**src/rtl/core/mspd_pkg.sv**
```systemverilog
// ----------------------------------------------------------------------------
// mspd_pkg: shared types and constants of the motor speed PD controller
// Field widths, register codes, reset values and the controller state type.
// ----------------------------------------------------------------------------
package mspd_pkg;

  // defaults of the top-level parameters
  localparam int GAIN_FRAC_BITS_DEF = 8;
  localparam int TIMER_WIDTH_DEF    = 32;

  // field and datapath widths
  localparam int CFG_ADDR_W = 3;
  localparam int CFG_DATA_W = 32;
  localparam int STAMP_W    = 32;
  localparam int DUTY_W     = 16;
  localparam int SPEED_W    = 32;
  localparam int GAIN_W     = 16;
  localparam int ERR_W      = 34;
  localparam int DRV_W      = ERR_W + 1;
  localparam int PROD_W     = DRV_W + GAIN_W;
  localparam int CORR_W     = PROD_W + 1;
  localparam int IN_DATA_W  = 32;
  localparam int OUT_DATA_W = 48;

  // register reset values
  localparam logic [15:0] TARGET_RPM_RST  = 16'd2500;
  localparam logic [15:0] GAIN_P_RST      = 16'd256;
  localparam logic [15:0] GAIN_D_RST      = 16'd256;
  localparam logic [15:0] DEADBAND_RST    = 16'd100;
  localparam logic [31:0] MIN_PERIOD_RST  = 32'd800000;
  localparam logic [31:0] MAX_PERIOD_RST  = 32'd4800000;
  localparam logic [15:0] SPEED_GUARD_RST = 16'd100;
  localparam logic [31:0] RPM_SCALE_RST   = 32'd2400000000;

  localparam logic [DUTY_W-1:0] DUTY_MAX = {DUTY_W{1'b1}};

  typedef enum logic [CFG_ADDR_W-1:0] {
    REG_TARGET_RPM  = 3'd0,
    REG_GAIN_P      = 3'd1,
    REG_GAIN_D      = 3'd2,
    REG_DEADBAND    = 3'd3,
    REG_MIN_PERIOD  = 3'd4,
    REG_MAX_PERIOD  = 3'd5,
    REG_SPEED_GUARD = 3'd6,
    REG_RPM_SCALE   = 3'd7
  } cfg_reg_e;

  typedef enum logic {
    CMD_CAPTURE = 1'b0,
    CMD_TICK    = 1'b1
  } cmd_e;

  typedef enum logic [9:0] {
    ST_IDLE     = 10'b00_0000_0001,
    ST_CAP_DIFF = 10'b00_0000_0010,
    ST_CAP_WIN  = 10'b00_0000_0100,
    ST_DIV      = 10'b00_0000_1000,
    ST_ERR      = 10'b00_0001_0000,
    ST_DRV      = 10'b00_0010_0000,
    ST_MUL      = 10'b00_0100_0000,
    ST_TRUNC    = 10'b00_1000_0000,
    ST_CORR     = 10'b01_0000_0000,
    ST_DUTY     = 10'b10_0000_0000
  } state_e;

endpackage

```
**src/rtl/core/mspd_div_serial.sv**
```systemverilog
// ----------------------------------------------------------------------------
// mspd_div_serial: bit-serial unsigned divider
// Restoring division, one quotient bit per cycle; done pulses after WIDTH steps.
// ----------------------------------------------------------------------------
module mspd_div_serial #(
  parameter int WIDTH = mspd_pkg::SPEED_W
) (
  input  logic             clk_i,
  input  logic             rst_ni,
  input  logic             start_i,
  input  logic [WIDTH-1:0] dividend_i,
  input  logic [WIDTH-1:0] divisor_i,
  output logic             done_o,
  output logic [WIDTH-1:0] quotient_o
);
  localparam int CntW = (WIDTH > 1) ? $clog2(WIDTH) : 1;

  logic            busy_q, done_q;
  logic [CntW-1:0] cnt_q;
  logic [WIDTH-1:0] rem_q, quo_q, den_q;
  logic [WIDTH:0]   trial, diff;

  // shift the next dividend bit into the remainder, try the subtract
  assign trial = {rem_q, quo_q[WIDTH-1]};
  assign diff  = trial - {1'b0, den_q};

  always_ff @(posedge clk_i or negedge rst_ni) begin
    if (!rst_ni) begin
      busy_q <= 1'b0;
      done_q <= 1'b0;
      cnt_q  <= '0;
    end else begin
      done_q <= 1'b0;
      if (start_i) begin
        busy_q <= 1'b1;
        cnt_q  <= '0;
      end else if (busy_q) begin
        cnt_q <= cnt_q + 1'b1;
        if (cnt_q == CntW'(WIDTH - 1)) begin
          busy_q <= 1'b0;
          done_q <= 1'b1;
        end
      end
    end
  end

  always_ff @(posedge clk_i) begin
    if (start_i) begin
      rem_q <= '0;
      quo_q <= dividend_i;
      den_q <= divisor_i;
    end else if (busy_q) begin
      rem_q <= diff[WIDTH] ? trial[WIDTH-1:0] : diff[WIDTH-1:0];
      quo_q <= {quo_q[WIDTH-2:0], ~diff[WIDTH]};
    end
  end

  assign done_o     = done_q;
  assign quotient_o = quo_q;

endmodule

```
**src/rtl/core/mspd_mul_serial.sv**
```systemverilog
// ----------------------------------------------------------------------------
// mspd_mul_serial: digit-serial signed multiplier
// Radix-4, most significant digit first; the top gain digit carries the sign.
// ----------------------------------------------------------------------------
module mspd_mul_serial #(
  parameter int XW = mspd_pkg::DRV_W,
  parameter int GW = mspd_pkg::GAIN_W
) (
  input  logic                    clk_i,
  input  logic                    rst_ni,
  input  logic                    start_i,
  input  logic signed [XW-1:0]    x_i,
  input  logic signed [GW-1:0]    g_i,
  output logic                    done_o,
  output logic signed [XW+GW-1:0] prod_o
);
  localparam int PW   = XW + GW;
  localparam int Dig  = GW / 2;
  localparam int CntW = (Dig > 1) ? $clog2(Dig) : 1;

  logic            busy_q, done_q;
  logic [CntW-1:0] cnt_q;
  logic signed [XW-1:0] x_q;
  logic signed [XW+1:0] x3_q;
  logic [GW-1:0]        g_q;
  logic signed [PW-1:0] acc_q;
  logic signed [PW-1:0] x1, x2, pos_sel, neg_sel;
  logic [1:0]           digit;

  assign x1    = PW'(x_q);
  assign x2    = x1 <<< 1;
  assign digit = g_q[GW-1:GW-2];

  always_comb begin
    unique case (digit)
      2'b00:   pos_sel = '0;
      2'b01:   pos_sel = x1;
      2'b10:   pos_sel = x2;
      default: pos_sel = PW'(x3_q);
    endcase
    // top digit: the sign bit weighs minus two
    unique case (digit)
      2'b00:   neg_sel = '0;
      2'b01:   neg_sel = x1;
      2'b10:   neg_sel = -x2;
      default: neg_sel = -x1;
    endcase
  end

  always_ff @(posedge clk_i or negedge rst_ni) begin
    if (!rst_ni) begin
      busy_q <= 1'b0;
      done_q <= 1'b0;
      cnt_q  <= '0;
    end else begin
      done_q <= 1'b0;
      if (start_i) begin
        busy_q <= 1'b1;
        cnt_q  <= '0;
      end else if (busy_q) begin
        cnt_q <= cnt_q + 1'b1;
        if (cnt_q == CntW'(Dig - 1)) begin
          busy_q <= 1'b0;
          done_q <= 1'b1;
        end
      end
    end
  end

  always_ff @(posedge clk_i) begin
    if (start_i) begin
      x_q   <= x_i;
      x3_q  <= (XW+2)'(x_i) + ((XW+2)'(x_i) <<< 1);
      g_q   <= g_i;
      acc_q <= '0;
    end else if (busy_q) begin
      acc_q <= (cnt_q == '0) ? neg_sel : (acc_q <<< 2) + pos_sel;
      g_q   <= g_q << 2;
    end
  end

  assign done_o = done_q;
  assign prod_o = acc_q;

endmodule

```
**src/rtl/core/motor_speed_pd_controller.sv**
```systemverilog
// ----------------------------------------------------------------------------
// motor_speed_pd_controller: motor speed PD controller with period capture
// Capture items update the measured period; control ticks compute speed,
// run the PD law and emit the saturated duty with the speed.
// ----------------------------------------------------------------------------
// A capture item occupies the block through ST_CAP_DIFF and ST_CAP_WIN and gives
// no result. A control tick runs ST_DIV, ST_ERR, ST_DRV, ST_MUL, ST_TRUNC, ST_CORR
// and ST_DUTY; the next item is taken only after the tick's result is loaded.
// The 32-step bit-serial divider and the 8-digit serial multipliers dominate.
// Reset (async, active low) loads the register defaults and clears the controller state.
// A waiting result does not block acceptance of the next item.
module motor_speed_pd_controller #(
  parameter int GAIN_FRAC_BITS = mspd_pkg::GAIN_FRAC_BITS_DEF,
  parameter int TIMER_WIDTH    = mspd_pkg::TIMER_WIDTH_DEF
) (
  input  logic                            clk_i,
  input  logic                            rst_ni,
  // input item stream
  input  logic                            s_axis_tvalid,
  output logic                            s_axis_tready,
  input  logic [mspd_pkg::IN_DATA_W-1:0]  s_axis_tdata,   // [31:0] capture_time
  input  logic                            s_axis_tuser,   // [0] command
  // result item stream
  output logic                            m_axis_tvalid,
  input  logic                            m_axis_tready,
  output logic [mspd_pkg::OUT_DATA_W-1:0] m_axis_tdata,   // [15:0] duty, [47:16] speed_rpm
  // configuration write port
  input  logic                            cfg_we_i,
  input  logic [mspd_pkg::CFG_ADDR_W-1:0] cfg_addr_i,
  input  logic [mspd_pkg::CFG_DATA_W-1:0] cfg_wdata_i
);
  import mspd_pkg::*;

  // rounding bias that turns the arithmetic shift into truncation toward zero
  localparam logic signed [PROD_W-1:0] TruncBias =
    PROD_W'((64'd1 << GAIN_FRAC_BITS) - 64'd1);

  state_e state_q, state_d;

  // configuration registers
  logic [15:0]        target_q, deadband_q, guard_q;
  logic signed [15:0] gain_p_q, gain_d_q;
  logic [31:0]        min_period_q, max_period_q, scale_q;

  // controller state
  logic [TIMER_WIDTH-1:0]   prev_stamp_q, prev_stamp_d;
  logic [TIMER_WIDTH-1:0]   period_q, period_d;
  logic [SPEED_W-1:0]       speed_q, speed_d;
  logic signed [ERR_W-1:0]  prev_err_q, prev_err_d;
  logic [DUTY_W-1:0]        duty_q, duty_d;

  // working registers of one item
  logic [TIMER_WIDTH-1:0]   stamp_q, diff_q;
  logic                     later_q;
  logic signed [ERR_W-1:0]  err_q;
  logic signed [DRV_W-1:0]  drv_q;
  logic signed [PROD_W-1:0] p_term_q, d_term_q;
  logic signed [CORR_W-1:0] corr_q;
  logic                     mul_go_q;

  // output register
  logic                  out_valid_q;
  logic [OUT_DATA_W-1:0] out_data_q;

  logic in_accept, out_load;
  logic [TIMER_WIDTH:0] stamp_sub;
  logic guarded, outside;
  logic div_start, div_done;
  logic [SPEED_W-1:0] div_quo;
  logic p_done, d_done;
  logic signed [PROD_W-1:0] p_prod, d_prod, p_adj, d_adj;
  logic signed [CORR_W-1:0] band_s, duty_sum;
  logic in_band;
  logic [DUTY_W-1:0] duty_sat;

  // the block takes one item at a time; the output register parts the result
  assign s_axis_tready = (state_q == ST_IDLE);
  assign in_accept     = s_axis_tvalid && s_axis_tready;
  assign div_start     = in_accept && (s_axis_tuser == CMD_TICK);
  // load the result only once the previous one has left
  assign out_load      = (state_q == ST_DUTY) && (!out_valid_q || m_axis_tready);

  // capture: borrow of the subtract tells whether the stamp moved forward
  assign stamp_sub = {1'b0, stamp_q} - {1'b0, prev_stamp_q};
  assign guarded   = speed_q > SPEED_W'(guard_q);
  assign outside   = (STAMP_W'(diff_q) < min_period_q) || (STAMP_W'(diff_q) > max_period_q);

  // speed = scale / period, one quotient bit per cycle
  mspd_div_serial #(
    .WIDTH(SPEED_W)
  ) u_div (
    .clk_i      (clk_i),
    .rst_ni     (rst_ni),
    .start_i    (div_start),
    .dividend_i (scale_q),
    .divisor_i  (SPEED_W'(period_q)),
    .done_o     (div_done),
    .quotient_o (div_quo)
  );

  // P and D products run side by side, two gain bits per cycle
  mspd_mul_serial #(
    .XW(DRV_W),
    .GW(GAIN_W)
  ) u_mul_p (
    .clk_i   (clk_i),
    .rst_ni  (rst_ni),
    .start_i (mul_go_q),
    .x_i     (DRV_W'(err_q)),
    .g_i     (gain_p_q),
    .done_o  (p_done),
    .prod_o  (p_prod)
  );

  mspd_mul_serial #(
    .XW(DRV_W),
    .GW(GAIN_W)
  ) u_mul_d (
    .clk_i   (clk_i),
    .rst_ni  (rst_ni),
    .start_i (mul_go_q),
    .x_i     (drv_q),
    .g_i     (gain_d_q),
    .done_o  (d_done),
    .prod_o  (d_prod)
  );

  // truncate the products of the Q8.8 gains toward zero
  assign p_adj = p_prod + (p_prod[PROD_W-1] ? TruncBias : '0);
  assign d_adj = d_prod + (d_prod[PROD_W-1] ? TruncBias : '0);

  // deadband check and saturating accumulate work side by side
  assign band_s   = signed'(CORR_W'(deadband_q));
  assign in_band  = !((corr_q > band_s) || (corr_q < -band_s));
  assign duty_sum = signed'(CORR_W'(duty_q)) + corr_q;

  always_comb begin
    if (duty_sum[CORR_W-1]) begin
      duty_sat = '0;
    end else if (duty_sum > signed'(CORR_W'(DUTY_MAX))) begin
      duty_sat = DUTY_MAX;
    end else begin
      duty_sat = duty_sum[DUTY_W-1:0];
    end
  end

  // sequencer
  always_comb begin
    state_d      = state_q;
    prev_stamp_d = prev_stamp_q;
    period_d     = period_q;
    speed_d      = speed_q;
    prev_err_d   = prev_err_q;
    duty_d       = duty_q;
    unique case (state_q)
      ST_IDLE: begin
        if (in_accept) begin
          state_d = (s_axis_tuser == CMD_TICK) ? ST_DIV : ST_CAP_DIFF;
        end
      end
      ST_CAP_DIFF: begin
        // record the stamp whether or not the period changes
        prev_stamp_d = stamp_q;
        state_d      = ST_CAP_WIN;
      end
      ST_CAP_WIN: begin
        // drop a period outside the window while running above the guard
        if (later_q && !(guarded && outside)) begin
          period_d = diff_q;
        end
        state_d = ST_IDLE;
      end
      ST_DIV: begin
        if (div_done) begin
          speed_d = (period_q == '0) ? '0 : div_quo;
          state_d = ST_ERR;
        end
      end
      ST_ERR: state_d = ST_DRV;
      ST_DRV: begin
        prev_err_d = err_q;
        state_d    = ST_MUL;
      end
      ST_MUL: begin
        if (p_done && d_done) begin
          state_d = ST_TRUNC;
        end
      end
      ST_TRUNC: state_d = ST_CORR;
      ST_CORR:  state_d = ST_DUTY;
      ST_DUTY: begin
        // hold here until the output register is free
        if (out_load) begin
          duty_d  = in_band ? duty_q : duty_sat;
          state_d = ST_IDLE;
        end
      end
      default: state_d = ST_IDLE;
    endcase
  end

  always_ff @(posedge clk_i or negedge rst_ni) begin
    if (!rst_ni) begin
      state_q      <= ST_IDLE;
      target_q     <= TARGET_RPM_RST;
      gain_p_q     <= GAIN_P_RST;
      gain_d_q     <= GAIN_D_RST;
      deadband_q   <= DEADBAND_RST;
      min_period_q <= MIN_PERIOD_RST;
      max_period_q <= MAX_PERIOD_RST;
      guard_q      <= SPEED_GUARD_RST;
      scale_q      <= RPM_SCALE_RST;
      prev_stamp_q <= '0;
      period_q     <= '0;
      speed_q      <= '0;
      prev_err_q   <= '0;
      duty_q       <= '0;
      mul_go_q     <= 1'b0;
      out_valid_q  <= 1'b0;
    end else begin
      state_q      <= state_d;
      prev_stamp_q <= prev_stamp_d;
      period_q     <= period_d;
      speed_q      <= speed_d;
      prev_err_q   <= prev_err_d;
      duty_q       <= duty_d;
      // start the multipliers once the derivative is registered
      mul_go_q     <= (state_q == ST_DRV);
      if (out_load) begin
        out_valid_q <= 1'b1;
      end else if (m_axis_tready) begin
        out_valid_q <= 1'b0;
      end
      if (cfg_we_i) begin
        unique case (cfg_reg_e'(cfg_addr_i))
          REG_TARGET_RPM:  target_q     <= cfg_wdata_i[15:0];
          REG_GAIN_P:      gain_p_q     <= cfg_wdata_i[15:0];
          REG_GAIN_D:      gain_d_q     <= cfg_wdata_i[15:0];
          REG_DEADBAND:    deadband_q   <= cfg_wdata_i[15:0];
          REG_MIN_PERIOD:  min_period_q <= cfg_wdata_i;
          REG_MAX_PERIOD:  max_period_q <= cfg_wdata_i;
          REG_SPEED_GUARD: guard_q      <= cfg_wdata_i[15:0];
          REG_RPM_SCALE:   scale_q      <= cfg_wdata_i;
        endcase
      end
    end
  end

  // datapath registers, no reset needed
  always_ff @(posedge clk_i) begin
    if (in_accept) begin
      stamp_q <= s_axis_tdata[TIMER_WIDTH-1:0];
    end
    if (state_q == ST_CAP_DIFF) begin
      diff_q  <= stamp_sub[TIMER_WIDTH-1:0];
      later_q <= !stamp_sub[TIMER_WIDTH] && (stamp_sub[TIMER_WIDTH-1:0] != '0);
    end
    if (state_q == ST_ERR) begin
      err_q <= signed'(ERR_W'(target_q)) - signed'(ERR_W'(speed_q));
    end
    if (state_q == ST_DRV) begin
      drv_q <= DRV_W'(err_q) - DRV_W'(prev_err_q);
    end
    if (state_q == ST_TRUNC) begin
      p_term_q <= p_adj >>> GAIN_FRAC_BITS;
      d_term_q <= d_adj >>> GAIN_FRAC_BITS;
    end
    if (state_q == ST_CORR) begin
      corr_q <= CORR_W'(p_term_q) + CORR_W'(d_term_q);
    end
    if (out_load) begin
      out_data_q <= {speed_q, duty_d};
    end
  end

  assign m_axis_tvalid = out_valid_q;
  assign m_axis_tdata  = out_data_q;

endmodule

```
**config.mk**
```make
export PLATFORM = sky130hd
export DESIGN_NAME = motor_speed_pd_controller
export DESIGN_NICKNAME = d
export VERILOG_FILES = /design/src/rtl/core/mspd_pkg.sv /design/src/rtl/core/mspd_div_serial.sv /design/src/rtl/core/mspd_mul_serial.sv /design/src/rtl/core/motor_speed_pd_controller.sv
export SDC_FILE = /design/constraint.sdc
export NUM_CORES = 2
export LEC_CHECK = 0
export CAP_MARGIN = 20
export CORE_AREA = 4 4 325 327
export CTS_BUF_LIST = sky130_fd_sc_hd__clkbuf_2 sky130_fd_sc_hd__clkbuf_4 sky130_fd_sc_hd__clkbuf_8
export DETAILED_ROUTE_END_ITERATION = 8
export DIE_AREA = 0 0 329 331
export DONT_BUFFER_PORTS = 1
export PLACE_DENSITY = 0.81
export SYNTH_ARGS = -nofsm -noshare
export SYNTH_HDL_FRONTEND = slang
export SYNTH_HIERARCHICAL = 1
export SYNTH_SLANG_ARGS = --single-unit
```
**constraint.sdc**
```tcl
create_clock -name clk_i -period 13.1 [get_ports clk_i]
set_input_delay 0.655 -clock clk_i [delete_from_list [all_inputs] [get_ports clk_i]]
set_output_delay 0.655 -clock clk_i [all_outputs]
set_load 0.02 [all_outputs]
```
==> flow_metrics.env <==
export IMPL_result_of_the_run="finished clean"
export IMPL_firstDrtPassIters=7
export IMPL_syn_cell_area_mm2=0.0665
export IMPL_grt_resource_usage_total_pct=33.2
export IMPL_synth_warnings=6
export IMPL_worst_skew_pair_late_latency_ns=0.88
export IMPL_post_synthesis_cell_count=6783
export IMPL_clock_root_buffer="clkbuf_8"
export IMPL_core_area_mm2=0.103
export IMPL_cts_sink_count=1030
export IMPL_rows=118
export IMPL_postSynthAreaPerCell_um2=9.81
export IMPL_finalClockSkew_ns=0.0537
export IMPL_multi_input_comb_area_mm2=0.0362
export IMPL_clock_tree_from_tritoncts="built"
export IMPL_vdd_ir_drop_worst_uv=210
export IMPL_grt_pass1_vias=51600
export IMPL_worstSetupPathType="flop to flop"
export IMPL_clk_pin_slew_ns=0.07
export IMPL_postRouteWirelength_um=185000
export IMPL_postSynth_asyncResetShare_pct=34.0
export IMPL_sequential_cell_area_mm2=0.0279
export IMPL_cts_max_level=4
export IMPL_die_area_mm2=0.109
export IMPL_pwr_density_cell_mw_per_mm2=220
export IMPL_yosys_area_top_type="edfxtp_1"
export IMPL_critical_path_slowest_cell="nand4_1"
export IMPL_grt_pass1_wl_um=285000
export IMPL_synthFlopType="edfxtp_1"
export IMPL_setup_tns_ns=0
export IMPL_hpwlAfterDp_um=133000
export IMPL_number_of_buffer_and_inverter_stages_on_the_critical_path=2
export IMPL_detail_route_antenna_nets=0
export IMPL_path_delay_family="simple AND/OR/NAND/NOR gates"
export IMPL_first_iter_violations=5436
export IMPL_synth_edf_count=546
export IMPL_ranking_of_synthesized_cells_by_instance_count="564 x nand2_1, 546 x edfxtp_1, 514 x ha_1"
export IMPL_fill_cells=7502
export IMPL_final_min_period_over_clock_period_pct=43.0
export IMPL_static_leakage_power_nw=29.3
export IMPL_cp_end_kind="flop"
export IMPL_max_cap_violations=0
export IMPL_synth_seq_area_share_pct=41.9
export IMPL_ys_top_cells_by_area="edfxtp_1 25%, dfrtp_1 12%, ha_1 9.7%"
export IMPL_max_clock_freq_mhz=178
export IMPL_path_cells="inv_1 -> nand4_1 -> nor4_1 -> nand4_1 -> nor3_1 -> ha_1 -> ha_1 -> a2111oi_0 -> o21ai_0 -> a311oi_1 -> nor2_1 -> nor4_1 -> a211oi_1 -> a2111oi_0 -> o2111ai_1 -> nor4b_2 -> buf_4 -> a21oi_1"
export IMPL_grt_overflow_total=0
export IMPL_timing_worst_slew_pin_value_ns=1.21
export IMPL_synth_distinct_cells=114
export IMPL_crit_path_start_kind="flop"
export IMPL_placement_io_buffers=0
export IMPL_layout_overhead_on_the_synthesized_area_pct=8.09
export IMPL_finalCriticalPeriod_ns=5.63
export IMPL_crit_required_ns=13.71
export IMPL_vias=53700
export IMPL_initial_core_util_pct=64.7
export IMPL_fin_hold_ws_ns=0.172
export IMPL_drv_slew=0
export IMPL_die_x_um=329
export IMPL_grt_antenna_before_repair=10
export IMPL_cp_arrival_ns=6.24
export IMPL_crit_fanout=16
export IMPL_hold_violations=0
export IMPL_avgViaCountPerCell=6.47
export IMPL_max_slew_margin_pct=18.4
export IMPL_avg_wl_per_cell_um=22.3
export IMPL_final_nets=7367
export IMPL_post_synth_top_count_cell="nand2_1"
export IMPL_pin_count=123
export IMPL_routability_congestion_estimate=1.03
export IMPL_yosysTopAreaCellShare_pct=24.6
export IMPL_rsz0062_at_grt="false"
export IMPL_chipHeight_um=331
export IMPL_timing_hold_worst_class="primary input to flop"
export IMPL_ys_ff_latch=1030
export IMPL_numCtsBuffers=168
export IMPL_final_layout_size_suffix_gt1_share_pct=11.2
export IMPL_grt_start_max_net_pins=351
export IMPL_max_stage_delay_ns=0.55
export IMPL_synth_net_count=7380
export IMPL_post_route_drc_count=0
export IMPL_max_clock_path_buffers=3
export IMPL_setup_viol=0
## state kept, by name, summed over array words and instances (netlist names), 33 cells and up
signal / cells
drv_q: 34
u_mul_d/x_q: 35
u_mul_d/x3_q: 35
u_mul_p/x_q: 35
p_term_q: 43
u_mul_d/prod_o: 51
corr_q: 44
d_term_q: 43
u_mul_p/prod_o: 51
m_axis_tdata: 48
u_mul_p/x3_q: 35
err_q: 33
prev_err_q: 33
## layout make-up
cell class,instances,area share (%)
antenna,2,0.00696
clock buffer,241,4.13
clock inverter,74,0.978
inverter,360,1.88
multi-input combinational,5094,50.3
sequential,1030,38.8
tap,1380,2.40
timing repair buffer,116,1.56
## where the power goes
group / switching [mW] / internal, mW / total (mW)
Combinational: 4.62 / 3.06 / 7.67
Clock: 1.38 / 1.65 / 3.03
Sequential: 0.719 / 4.40 / 5.12
## kinds of logic after synthesis
logic type | count (synthesis) | share of synthesized area (%)
xor gates and xnor gates | 453 | 5.97
AOI/OAI and AO/OA | 1745 | 17.2
muxes | 362 | 6.13
buffers and inverters | 659 | 3.89
and+or+nand+nor | 2010 | 15.0
adders and majority gates | 524 | 9.97
DFF | 1030 | 41.9
## worst paths after layout
path                                    start  cells past startpoint               end  slack, ns
worst max-delay path            deadband_q[3]                     18  m_axis_tdata[11]       7.47
max in group asynchronous              rst_ni                      3    u_mul_d/busy_q      11.31
worst min-delay path            s_axis_tvalid                      2        state_q[1]       0.17
worst max register to register  deadband_q[3]                     18  m_axis_tdata[11]       7.47
min in group asynchronous              rst_ni                      2  prev_stamp_q[22]       0.42
worst min register to register      drv_q[32]                      0   u_mul_d/x_q[32]       0.48
## placed cells by master, fill, tap and decap left out, types with 46 or more instances in the layout
master,count
a21oi_1,418
dlygate4sd3_1,67
dfxtp_1,134
a211oi_1,103
mux2_2,244
nor2b_1,68
edfxtp_1,546
nor4_1,72
o211ai_1,56
o21ai_0,426
o21bai_1,46
and3_1,65
ha_1,514
dfrtp_1,308
or3_1,60
mux2i_1,87
o21a_1,67
nand2_1,564
a21o_1,168
nand2b_1,68
nor2_1,470
xor2_1,149
inv_1,358
nand4_1,109
clkbuf_8,186
nand3_1,189
xnor2_1,303
nor3_1,132
clkbuf_4,55
## routing by layer
layer,up-vias,part of all wire [%],GRT usage (%)
li1,25100,-,-
met1,25600,39,40.7
met2,2387,47,55.2
met3,571,7.6,5.72
met4,2,6.7,19.9
met5,-,0.0054,0
## repair_timing
action | 4_1_cts | 5_1_grt
setup endpoints to repair | 0 | 0
hold endpoints to repair | 560 | 82
hold buffers | 67 | 1
resized for setup | 0 | 0
setup buffers | 0 | 0
## metrics by stage
step           total power, mW  utilization, %  instance area (um2)  std cells  setup slack (ns)
6_report                  15.8            69.9                71900       8297              7.47
5_1_grt                   16.8            69.9                71900       8296              7.10
4_1_cts                   15.6            69.8                71800       8290              6.94
3_5_place_dp              12.5            65.6                67500       7908              6.98
3_3_place_gp              12.2            65.5                67500       7906              7.11
2_1_floorplan             10.6               -                66500       6783              7.11
No activity file was read; power rests on OpenSTA's default activity.
